`config.mk`:
```
export PLATFORM = sky130hd
export DESIGN_NAME = script_line_token_parser_unit_flat
export DESIGN_NICKNAME = d
export VERILOG_FILES = /design/src/rtl/core/sltp_pkg.sv /design/src/rtl/core/sltp_if.sv /design/src/rtl/core/script_line_token_parser_unit.sv /design/src/rtl/core/sltp_scanner.sv /design/src/rtl/core/sltp_res_queue.sv /design/src/flat_wrapper.sv
export SDC_FILE = /design/constraint.sdc
export NUM_CORES = 1
export LEC_CHECK = 0
export BUFFER_PORTS_ARGS = -buffer_cell sky130_fd_sc_hd__buf_2
export CORE_MARGIN = 1.5
export CORE_UTILIZATION = 59
export CTS_CLUSTER_DIAMETER = 150
export DETAILED_ROUTE_END_ITERATION = 12
export PLACE_DENSITY = 0.88
export RECOVER_POWER = 50
export SYNTH_ARGS = -nofsm -noshare
export SYNTH_HDL_FRONTEND = slang
export SYNTH_HIERARCHICAL = 1
export SYNTH_SLANG_ARGS = --single-unit
```
`constraint.sdc`:
```
create_clock -name clk -period 10.1 [get_ports clk]
set_clock_uncertainty 0.1 [all_clocks]
set_input_delay 0.505 -clock clk [delete_from_list [all_inputs] [get_ports clk]]
set_output_delay 0.505 -clock clk [all_outputs]
set_load 0.03 [all_outputs]
```
`src/rtl/core/sltp_pkg.sv`:
```
// ----------------------------------------------------------------------------
// Script line token parser package
// Shared character constants, token kind codes, result types and the small
// character-class functions used by the scanner.
// ----------------------------------------------------------------------------
package sltp_pkg;

  localparam int CHAR_W = 8;
  localparam int KIND_W = 3;

  typedef logic [CHAR_W-1:0] char_t;
  typedef logic [KIND_W-1:0] kind_t;

  // Token kinds carried on the result channel.
  localparam kind_t KIND_NAME_CHAR   = 3'd0;
  localparam kind_t KIND_NAME_END    = 3'd1;
  localparam kind_t KIND_PATH_CHAR   = 3'd2;
  localparam kind_t KIND_PATH_COMMIT = 3'd3;
  localparam kind_t KIND_PATH_DISC   = 3'd4;

  // Characters with a meaning of their own.
  localparam char_t CH_NUL   = 8'h00;
  localparam char_t CH_TAB   = 8'h09;
  localparam char_t CH_SPACE = 8'h20;
  localparam char_t CH_QUOTE = 8'h22;
  localparam char_t CH_HASH  = 8'h23;
  localparam char_t CH_DASH  = 8'h2D;
  localparam char_t CH_SEMI  = 8'h3B;
  localparam char_t CH_EQ    = 8'h3D;
  localparam char_t CH_BSL   = 8'h5C;
  localparam char_t CH_UNDER = 8'h5F;

  // Directive-name match tracker: 0..4 characters of the word matched, or failed.
  typedef logic [2:0] match_t;
  localparam match_t MM_EMPTY = 3'd0;
  localparam match_t MM_PATH  = 3'd4;
  localparam match_t MM_FAIL  = 3'd5;

  // One result beat.
  typedef struct packed {
    kind_t kind;
    char_t ch;
    logic  last;
  } tok_res_t;

  // Results raised by one step of the scanner: up to two beats.
  typedef struct packed {
    logic [1:0] cnt;
    tok_res_t   res0;
    tok_res_t   res1;
  } scan_out_t;

  // Letters of the directive word that selects the path value.
  function automatic char_t path_char(input logic [1:0] idx);
    char_t r;
    case (idx)
      2'd0:    r = 8'h70;
      2'd1:    r = 8'h61;
      2'd2:    r = 8'h74;
      default: r = 8'h68;
    endcase
    return r;
  endfunction

  function automatic logic is_alnum(input char_t c);
    return (c >= 8'h30 && c <= 8'h39) || (c >= 8'h41 && c <= 8'h5A) ||
           (c >= 8'h61 && c <= 8'h7A);
  endfunction

  function automatic logic is_ws(input char_t c);
    return (c == CH_SPACE) || (c >= 8'h09 && c <= 8'h0D);
  endfunction

endpackage

```
`src/rtl/core/sltp_if.sv`:
```
// ----------------------------------------------------------------------------
// Script line token parser channels
// Valid/ready channels for script characters and for emitted tokens.
// ----------------------------------------------------------------------------
interface sltp_char_if;
  logic            valid;
  logic            ready;
  sltp_pkg::char_t char_code;
  logic            line_end;

  modport source (output valid, output char_code, output line_end, input ready);
  modport sink   (input valid, input char_code, input line_end, output ready);
endinterface

interface sltp_tok_if;
  logic            valid;
  logic            ready;
  sltp_pkg::kind_t token_kind;
  sltp_pkg::char_t token_char;
  logic            last;

  modport source (output valid, output token_kind, output token_char, output last,
                  input ready);
  modport sink   (input valid, input token_kind, input token_char, input last,
                  output ready);
endinterface

```
`src/rtl/core/script_line_token_parser_unit.sv`:
```
// ----------------------------------------------------------------------------
// Script line token parser
// Scans a script character by character, streaming experiment-name and path
// directive tokens to the result channel.
// ----------------------------------------------------------------------------
//   Channel  Direction  Payload                          Beat accepted when
//   in_ch    sink       char_code[7:0], line_end         valid && ready
//   out_ch   source     token_kind[2:0], token_char[7:0], last  valid && ready
//
// A character beat is registered on acceptance and parsed from the input
// register once the queue has room; its tokens are written into the result
// queue and are offered on the result channel from there.
// One beat per cycle is sustained while the result channel keeps up. A beat is
// parsed only when the four-entry result queue holds at most two tokens; each
// path commit that yields two tokens leaves one more token queued, so a second
// pair before the queue drains holds the input until there is room again.
// Reset is synchronous and active low; it returns the parser to line start
// and empties the queue. A stalled result channel back-pressures the input.
// ----------------------------------------------------------------------------
module script_line_token_parser_unit #(
  parameter int MAX_LINE_CHARS = 256
) (
  input  logic     clk,
  input  logic     rst_n,
  sltp_char_if.sink  in_ch,
  sltp_tok_if.source out_ch
);
  import sltp_pkg::*;

  localparam int POS_W = $clog2(MAX_LINE_CHARS + 1);

  logic      in_valid_r;
  char_t     in_char_r;
  logic      in_eol_r;
  logic      room;
  logic      step;
  logic      load;
  scan_out_t scan;

  // The registered beat is parsed once the queue has room for its results.
  assign step        = in_valid_r && room;
  assign in_ch.ready = !in_valid_r || step;
  assign load        = in_ch.valid && in_ch.ready;

  // Input register.
  always_ff @(posedge clk) begin
    if (!rst_n) begin
      in_valid_r <= 1'b0;
    end else if (in_ch.ready) begin
      in_valid_r <= in_ch.valid;
    end
  end

  always_ff @(posedge clk) begin
    if (load) begin
      in_char_r <= in_ch.char_code;
      in_eol_r  <= in_ch.line_end;
    end
  end

  sltp_scanner #(
    .MAX_LINE_CHARS (MAX_LINE_CHARS),
    .POS_W          (POS_W)
  ) u_scanner (
    .clk       (clk),
    .rst_n     (rst_n),
    .step      (step),
    .char_code (in_char_r),
    .line_end  (in_eol_r),
    .scan      (scan)
  );

  sltp_res_queue u_queue (
    .clk    (clk),
    .rst_n  (rst_n),
    .scan   (scan),
    .room   (room),
    .out_ch (out_ch)
  );

endmodule

```
`src/rtl/core/sltp_scanner.sv`:
```
// ----------------------------------------------------------------------------
// Script line scanner
// Holds the per-line parse state and combinationally turns one registered
// character beat into zero, one or two token results.
// ----------------------------------------------------------------------------
module sltp_scanner #(
  parameter int MAX_LINE_CHARS = 256,
  parameter int POS_W          = 9
) (
  input  logic                  clk,
  input  logic                  rst_n,
  input  logic                  step,
  input  sltp_pkg::char_t       char_code,
  input  logic                  line_end,
  output sltp_pkg::scan_out_t   scan
);
  import sltp_pkg::*;

  typedef enum logic [3:0] {
    ST_START,
    ST_COMMENT,
    ST_NAME,
    ST_AFTER_NAME,
    ST_DIR_PRE,
    ST_META,
    ST_DIR_GAP,
    ST_EQ,
    ST_VALUE,
    ST_QUOTED,
    ST_SKIP
  } state_t;

  state_t           state_r, state_nxt;
  match_t           mm_r, mm_nxt;
  logic [POS_W-1:0] pos_r, pos_nxt;
  logic             lwb_r, lwb_nxt;
  logic             vs_r, vs_nxt;

  logic is_path;
  logic eol_name;
  logic eol_disc;

  assign is_path  = (mm_r == MM_PATH);
  assign eol_name = (state_r == ST_NAME);
  assign eol_disc = (state_r == ST_VALUE || state_r == ST_QUOTED) && is_path && vs_r;

  // Next state and results for the beat held in the input register.
  always_comb begin
    state_nxt = state_r;
    mm_nxt    = mm_r;
    pos_nxt   = pos_r;
    lwb_nxt   = lwb_r;
    vs_nxt    = vs_r;
    scan      = '0;

    if (step) begin
      if (line_end || (pos_r < POS_W'(MAX_LINE_CHARS) && char_code == CH_NUL)) begin
        // End of line, or a NUL that ends parsing for the rest of it.
        if (eol_name) begin
          scan.cnt  = 2'd1;
          scan.res0 = '{kind: KIND_NAME_END, ch: '0, last: 1'b1};
        end else if (eol_disc) begin
          scan.cnt  = 2'd1;
          scan.res0 = '{kind: KIND_PATH_DISC, ch: '0, last: 1'b1};
        end
        mm_nxt  = MM_EMPTY;
        lwb_nxt = 1'b0;
        vs_nxt  = 1'b0;
        if (line_end) begin
          state_nxt = ST_START;
          pos_nxt   = '0;
        end else begin
          state_nxt = ST_SKIP;
          pos_nxt   = pos_r + 1'b1;
        end
      end else if (pos_r < POS_W'(MAX_LINE_CHARS)) begin
        pos_nxt = pos_r + 1'b1;
        case (state_r)
          ST_START: begin
            if (char_code == CH_SPACE || char_code == CH_TAB) begin
              state_nxt = ST_START;
            end else if (char_code == CH_SEMI) begin
              state_nxt = ST_COMMENT;
            end else if (is_alnum(char_code)) begin
              state_nxt = ST_NAME;
              scan.cnt  = 2'd1;
              scan.res0 = '{kind: KIND_NAME_CHAR, ch: char_code, last: 1'b1};
            end else if (char_code == CH_HASH) begin
              mm_nxt    = MM_EMPTY;
              state_nxt = ST_DIR_PRE;
            end else begin
              state_nxt = ST_SKIP;
            end
          end
          ST_NAME: begin
            if (is_alnum(char_code) || char_code == CH_DASH || char_code == CH_UNDER) begin
              scan.cnt  = 2'd1;
              scan.res0 = '{kind: KIND_NAME_CHAR, ch: char_code, last: 1'b1};
            end else begin
              scan.cnt  = 2'd1;
              scan.res0 = '{kind: KIND_NAME_END, ch: '0, last: 1'b1};
              state_nxt = (char_code == CH_SEMI) ? ST_COMMENT : ST_AFTER_NAME;
            end
          end
          ST_AFTER_NAME: begin
            if (char_code == CH_SEMI) begin
              state_nxt = ST_COMMENT;
            end
          end
          ST_DIR_PRE, ST_META: begin
            if (state_r == ST_DIR_PRE && is_ws(char_code)) begin
              state_nxt = state_r;
            end else if (is_alnum(char_code)) begin
              // Track how much of the directive word has matched so far.
              if (mm_r < MM_PATH && char_code == path_char(mm_r[1:0])) begin
                mm_nxt = mm_r + 1'b1;
              end else begin
                mm_nxt = MM_FAIL;
              end
              state_nxt = ST_META;
            end else if (state_r == ST_META && is_ws(char_code)) begin
              state_nxt = ST_DIR_GAP;
            end else if (state_r == ST_META && char_code == CH_EQ) begin
              state_nxt = ST_EQ;
            end else begin
              state_nxt = ST_SKIP;
            end
          end
          ST_DIR_GAP, ST_EQ: begin
            if (is_ws(char_code)) begin
              state_nxt = state_r;
            end else if (state_r == ST_DIR_GAP && char_code == CH_EQ) begin
              state_nxt = state_r;
            end else if (char_code == CH_QUOTE) begin
              lwb_nxt   = 1'b0;
              vs_nxt    = 1'b0;
              state_nxt = ST_QUOTED;
            end else begin
              // First character of an unquoted value.
              lwb_nxt   = (char_code == CH_BSL);
              vs_nxt    = is_path;
              state_nxt = ST_VALUE;
              if (is_path) begin
                scan.cnt  = 2'd1;
                scan.res0 = '{kind: KIND_PATH_CHAR, ch: char_code, last: 1'b1};
              end
            end
          end
          ST_VALUE, ST_QUOTED: begin
            if ((state_r == ST_VALUE && (char_code == CH_SPACE || char_code == CH_TAB)) ||
                (state_r == ST_QUOTED && char_code == CH_QUOTE)) begin
              // Commit: append a backslash unless the value already ends in one.
              state_nxt = ST_SKIP;
              if (is_path) begin
                if (!lwb_r) begin
                  scan.cnt  = 2'd2;
                  scan.res0 = '{kind: KIND_PATH_CHAR, ch: CH_BSL, last: 1'b0};
                  scan.res1 = '{kind: KIND_PATH_COMMIT, ch: '0, last: 1'b1};
                end else begin
                  scan.cnt  = 2'd1;
                  scan.res0 = '{kind: KIND_PATH_COMMIT, ch: '0, last: 1'b1};
                end
              end
            end else begin
              lwb_nxt = (char_code == CH_BSL);
              if (is_path) begin
                vs_nxt    = 1'b1;
                scan.cnt  = 2'd1;
                scan.res0 = '{kind: KIND_PATH_CHAR, ch: char_code, last: 1'b1};
              end
            end
          end
          default: begin
            state_nxt = state_r;
          end
        endcase
      end
    end
  end

  // Parse state registers.
  always_ff @(posedge clk) begin
    if (!rst_n) begin
      state_r <= ST_START;
      mm_r    <= MM_EMPTY;
      pos_r   <= '0;
      lwb_r   <= 1'b0;
      vs_r    <= 1'b0;
    end else begin
      state_r <= state_nxt;
      mm_r    <= mm_nxt;
      pos_r   <= pos_nxt;
      lwb_r   <= lwb_nxt;
      vs_r    <= vs_nxt;
    end
  end

endmodule

```
`src/rtl/core/sltp_res_queue.sv`:
```
// ----------------------------------------------------------------------------
// Token result queue
// Four-entry register queue that takes up to two result beats per cycle from
// the scanner and presents one beat per cycle on the result channel while it is ready.
// ----------------------------------------------------------------------------
module sltp_res_queue (
  input  logic                clk,
  input  logic                rst_n,
  input  sltp_pkg::scan_out_t scan,
  output logic                room,
  sltp_tok_if.source          out_ch
);
  import sltp_pkg::*;

  localparam int DEPTH = 4;
  localparam int PTR_W = $clog2(DEPTH);
  localparam int CNT_W = $clog2(DEPTH + 1);

  tok_res_t         ent_r [DEPTH];
  logic [PTR_W-1:0] wr_ptr_r, wr_ptr_nxt;
  logic [PTR_W-1:0] rd_ptr_r, rd_ptr_nxt;
  logic [CNT_W-1:0] count_r, count_nxt;
  logic             pop;
  tok_res_t         head;

  // Room for a full pair of results from the next scanner step.
  assign room = (count_r <= CNT_W'(DEPTH - 2));

  assign head              = ent_r[rd_ptr_r];
  assign out_ch.valid      = (count_r != '0);
  assign out_ch.token_kind = head.kind;
  assign out_ch.token_char = head.ch;
  assign out_ch.last       = head.last;
  assign pop               = out_ch.valid && out_ch.ready;

  // Pointer and fill arithmetic.
  always_comb begin
    wr_ptr_nxt = wr_ptr_r + PTR_W'(scan.cnt);
    rd_ptr_nxt = rd_ptr_r + PTR_W'(pop);
    count_nxt  = count_r + CNT_W'(scan.cnt) - CNT_W'(pop);
  end

  always_ff @(posedge clk) begin
    if (!rst_n) begin
      wr_ptr_r <= '0;
      rd_ptr_r <= '0;
      count_r  <= '0;
    end else begin
      wr_ptr_r <= wr_ptr_nxt;
      rd_ptr_r <= rd_ptr_nxt;
      count_r  <= count_nxt;
    end
  end

  // Result storage: the first beat at the write pointer, the second after it.
  always_ff @(posedge clk) begin
    if (scan.cnt != 2'd0) begin
      ent_r[wr_ptr_r] <= scan.res0;
    end
    if (scan.cnt == 2'd2) begin
      ent_r[wr_ptr_r + 1'b1] <= scan.res1;
    end
  end

endmodule

```
`src/flat_wrapper.sv`:
```
// flat-port wrapper written by rule: the top's interface ports become plain ports
module script_line_token_parser_unit_flat import sltp_pkg::*;
#(
  parameter int MAX_LINE_CHARS = 256
)
  (clk, rst_n, in_ch_valid, in_ch_char_code, in_ch_line_end, in_ch_ready, out_ch_valid, out_ch_token_kind, out_ch_token_char, out_ch_last, out_ch_ready);
  sltp_char_if in_ch_i ();
  sltp_tok_if out_ch_i ();
  input  logic clk;
  input  logic rst_n;
  input wire logic [$bits(in_ch_i.valid)-1:0] in_ch_valid;
  input wire logic [$bits(in_ch_i.char_code)-1:0] in_ch_char_code;
  input wire logic [$bits(in_ch_i.line_end)-1:0] in_ch_line_end;
  output wire logic [$bits(in_ch_i.ready)-1:0] in_ch_ready;
  output wire logic [$bits(out_ch_i.valid)-1:0] out_ch_valid;
  output wire logic [$bits(out_ch_i.token_kind)-1:0] out_ch_token_kind;
  output wire logic [$bits(out_ch_i.token_char)-1:0] out_ch_token_char;
  output wire logic [$bits(out_ch_i.last)-1:0] out_ch_last;
  input wire logic [$bits(out_ch_i.ready)-1:0] out_ch_ready;
  assign in_ch_i.valid = in_ch_valid;
  assign in_ch_i.char_code = in_ch_char_code;
  assign in_ch_i.line_end = in_ch_line_end;
  assign in_ch_ready = in_ch_i.ready;
  assign out_ch_valid = out_ch_i.valid;
  assign out_ch_token_kind = out_ch_i.token_kind;
  assign out_ch_token_char = out_ch_i.token_char;
  assign out_ch_last = out_ch_i.last;
  assign out_ch_i.ready = out_ch_ready;
  script_line_token_parser_unit #(.MAX_LINE_CHARS(MAX_LINE_CHARS)) u_core (.clk(clk), .rst_n(rst_n), .in_ch(in_ch_i), .out_ch(out_ch_i));
endmodule
```
==> metrics <==
outcome=finished, final reports clean; vias in the first global route=about 3400; global-route wire length before repair=approximately 17000 µm; sw frac=30.2%; Syn. warnings=6; final hold vios=0; Multi-input gate area=between 2000 and 3000 µm²; drt wl/cell=18.2 µm; Root Buffer=clkbuf_8; GPL Wtd Cong=between 0.9 and 1; Setup TNS Final=0 ns; Initial Utilization=61.7%; Peak VDD IR=0.0750 mV; antenna viol nets, final=0; largest net degree at the start of global routing=29; Register Area=2230 µm²; Die ar.=about 9300 µm²; Req. time, crit path=10.12 ns; Clock Sink Count=83; Tmin final=4.72 ns; DRT Pass-1 Iters=5; Inserted Diodes=0; Filler Cell Count=658; relative slew slack=roughly a fifth; postcts setup bufs=0; boundary pin count=27; CP arrival=4.73 ns; Hold Path Class=input pin to flop; Comb pwr share=21.5%; core area=roughly 8300 µm²; clock share of power=30.5%; Overflow after GRT=0; Routed WL=roughly 10000 µm; pwr dens=approximately 160 nW/µm²; EDFF count, synth=between 50 and 60; Finished Core Util=between 60% and 70%; Vias/cell=~6.2; RSZ-0062 raised after global routing=no; Vias=approximately 3500; area delta synth->final=2.84%; initial antenna violation count=0; crit end category=flop; Switch Pwr=roughly 260 µW; measured slew at the worst slew-check pin=~1.2 ns; max frequency=between 200 and 250 MHz; Setup crit start kind=flop; internal power=approximately 600 µW; placed cells=approximately 550; I/O Buffers=26; clock latency at the later pin of the worst-skew pair=between 0.3 and 0.4 ns; Inserted Clock Buffers=9; max-cap violations=0; All-Layer GR Usage=23.9%; post-synthesis async set-or-reset flop share=0%; fin cells=563; register-to-register setup slack=~5.4 ns; Reg clk slew, reported paths=0.09 ns; cts hold-fix bufs=0; cells after synthesis=between 400 and 500; 1st-iter DRT viols=around 210; Synth Flop Type=edfxtp_1; H-tree depth=3; sequential cell fraction of total power=48.0%; layout cells sized above 1=about 16%; DP Wirelength=about 7000 µm; Core Rows=33; Final setup viols=0; power consumption=~860 µW; Die W=96.4 µm; CTS resizes=0; Tcrit/Tclk final=a little under half; maximum buffer depth of the clock tree=2; Final Max Slew Viols=0; die height=96.4 µm; CTS tree=done; Crit Path Max Fanout=12; register bit total from synthesis=83; Synth Cell Area=just over 5000 µm²; CP Class=flop to flop; Remaining DRCs=0; Yosys cell types=74; sequential share of the synthesized area=43.4%; static leakage=slightly above 2 nW; Layout Nets=approximately 480; Syn Area/Cell=between 10 and 15 µm²
## path summary, 6_finish.rpt
check             cells after the start                       from                           to
hold reg to reg                       2  u_core/u_scanner/pos_r[7]    u_core/u_scanner/pos_r[7]
hold / removal                        1         in_ch_char_code[5]          u_core/in_char_r[5]
setup / recovery                      8        u_core/in_char_r[2]  u_core/u_queue/ent_r[1][11]
setup reg to reg                      8        u_core/in_char_r[2]  u_core/u_queue/ent_r[1][11]
## layout by cell type, fill, tap and decap left out, types with 3 or more instances in the layout
| cell | count |
|---|---|
| o211ai_1 | 6 |
| clkbuf_1 | 16 |
| edfxtp_1 | 57 |
| ha_1 | 8 |
| o21ai_0 | 15 |
| dfxtp_1 | 26 |
| mux2_2 | 10 |
| nor4b_1 | 5 |
| buf_2 | 12 |
| mux4_2 | 12 |
| a21oi_1 | 19 |
| xor2_1 | 3 |
| nand4_1 | 4 |
| nor2_1 | 23 |
| a21o_1 | 3 |
| nor3_1 | 10 |
| mux2i_1 | 11 |
| or3_1 | 9 |
| nor4_1 | 3 |
| and2_1 | 8 |
| inv_1 | 14 |
| mux2_4 | 11 |
| buf_4 | 3 |
| and2_0 | 3 |
| a31oi_1 | 5 |
| xnor2_1 | 3 |
| nand2b_1 | 4 |
| nor2b_1 | 9 |
| nand3_1 | 12 |
| and3_1 | 3 |
| nand2_1 | 36 |
| mux2_1 | 27 |
| conb_1 | 9 |
| clkbuf_8 | 9 |
## Yosys cell counts, drive strengths merged (2+ instances only)
cell,n,share of area [%]
nor3,10,0.97
nor4b,6,1.6
nand4,4,0.49
o21ai,16,1.6
a22oi,2,0.39
ha,8,1.9
inv,14,1.0
o21a,2,0.29
a31oi,5,0.61
a21oi,19,1.9
nor2,23,1.7
buf,24,4.0
mux2,48,13
xor2,3,0.51
xnor2,3,0.51
o31ai,2,0.29
o211ai,6,0.87
or3b,2,0.34
a21o,4,0.61
and4bb,2,0.63
clkbuf,15,1.1
nand4b,3,0.63
mux4,12,5.2
or4,2,0.36
and3,3,0.36
o221ai,3,0.63
nor4,3,0.36
and2,12,1.6
xnor3,2,0.87
nor2b,9,1.1
mux2i,11,2.1
nand2b,4,0.63
nand3,12,1.2
or3,10,1.3
nand2,36,2.6
edfxtp,57,33
dfxtp,26,10
## layout make-up
| type | instances | area share [%] |
|---|---|---|
| multi-input combinational | 315 | 47.6 |
| sequential | 83 | 42.2 |
| timing repair buffer | 30 | 2.62 |
| tap | 105 | 2.48 |
| clock buffer | 10 | 2.41 |
| clock inverter | 6 | 1.70 |
| inverter | 14 | 0.992 |
## critical path, stage by stage (launching register included)
cell and delay (ns):
edfxtp_1 0.53, or4_1 0.67, nor4b_1 0.55, a22oi_1 0.29
nor3_1 0.38, nor4b_1 0.29, clkbuf_1 0.34, nor4b_4 0.90
mux2_2 0.42
## cell families after synthesis
family / after synthesis / share of synthesized area [%]
XOR/XNOR: 8 / 1.90
buffers and inverters: 53 / 6.10
adder cells (fa/ha/maj): 9 / 2.33
flip-flops: 83 / 43.4
multiplexers: 71 / 19.9
other: 1 / 0.0728
AO/OA/AOI/OAI: 74 / 9.99
AND/OR/NAND/NOR: 144 / 16.3
## metrics by stage
step                setup slack, ns  instance area [µm²]  hold slack, ns
finish                         5.38                 5300           0.215
detailed placement             5.96                 5210           0.385
floorplan                      5.85                 5180           0.350
global placement               6.14                 5210           0.373
CTS                            5.92                 5430           0.199
global route                   5.04                 5300           0.202
## registers in the layout (all words and copies together), names as in the netlist
name / cells
u_core/u_scanner/state_r: 4
u_core/u_scanner/vs_r: 1
u_core/u_queue/ent_r: 48
u_core/in_eol_r: 1
u_core/u_scanner/mm_r: 3
u_core/u_queue/wr_ptr_r: 2
u_core/u_queue/count_r: 3
u_core/u_scanner/pos_r: 9
u_core/u_scanner/lwb_r: 1
u_core/u_queue/rd_ptr_r: 2
u_core/in_char_r: 8
u_core/in_valid_r: 1
## power groups by stage
stage	combinational, mW	sequential [mW]	clock (mW)
floorplan	0.183	0.396	0
CTS	0.195	0.414	0.267
global placement	0.190	0.421	0
finish	0.186	0.414	0.263
global route	0.202	0.419	0.281
detailed placement	0.194	0.422	0
## layer usage
metal  vias up  global-route usage [%]  part of all wire (%)
li1       1662                       -                     -
met5         -                       0                     0
met3        24                    4.93                   6.4
met4         0                    9.30                   2.2
met2       131                    39.8                    49
met1      1697                    30.5                    42
Power figures use the tool's default switching activity.
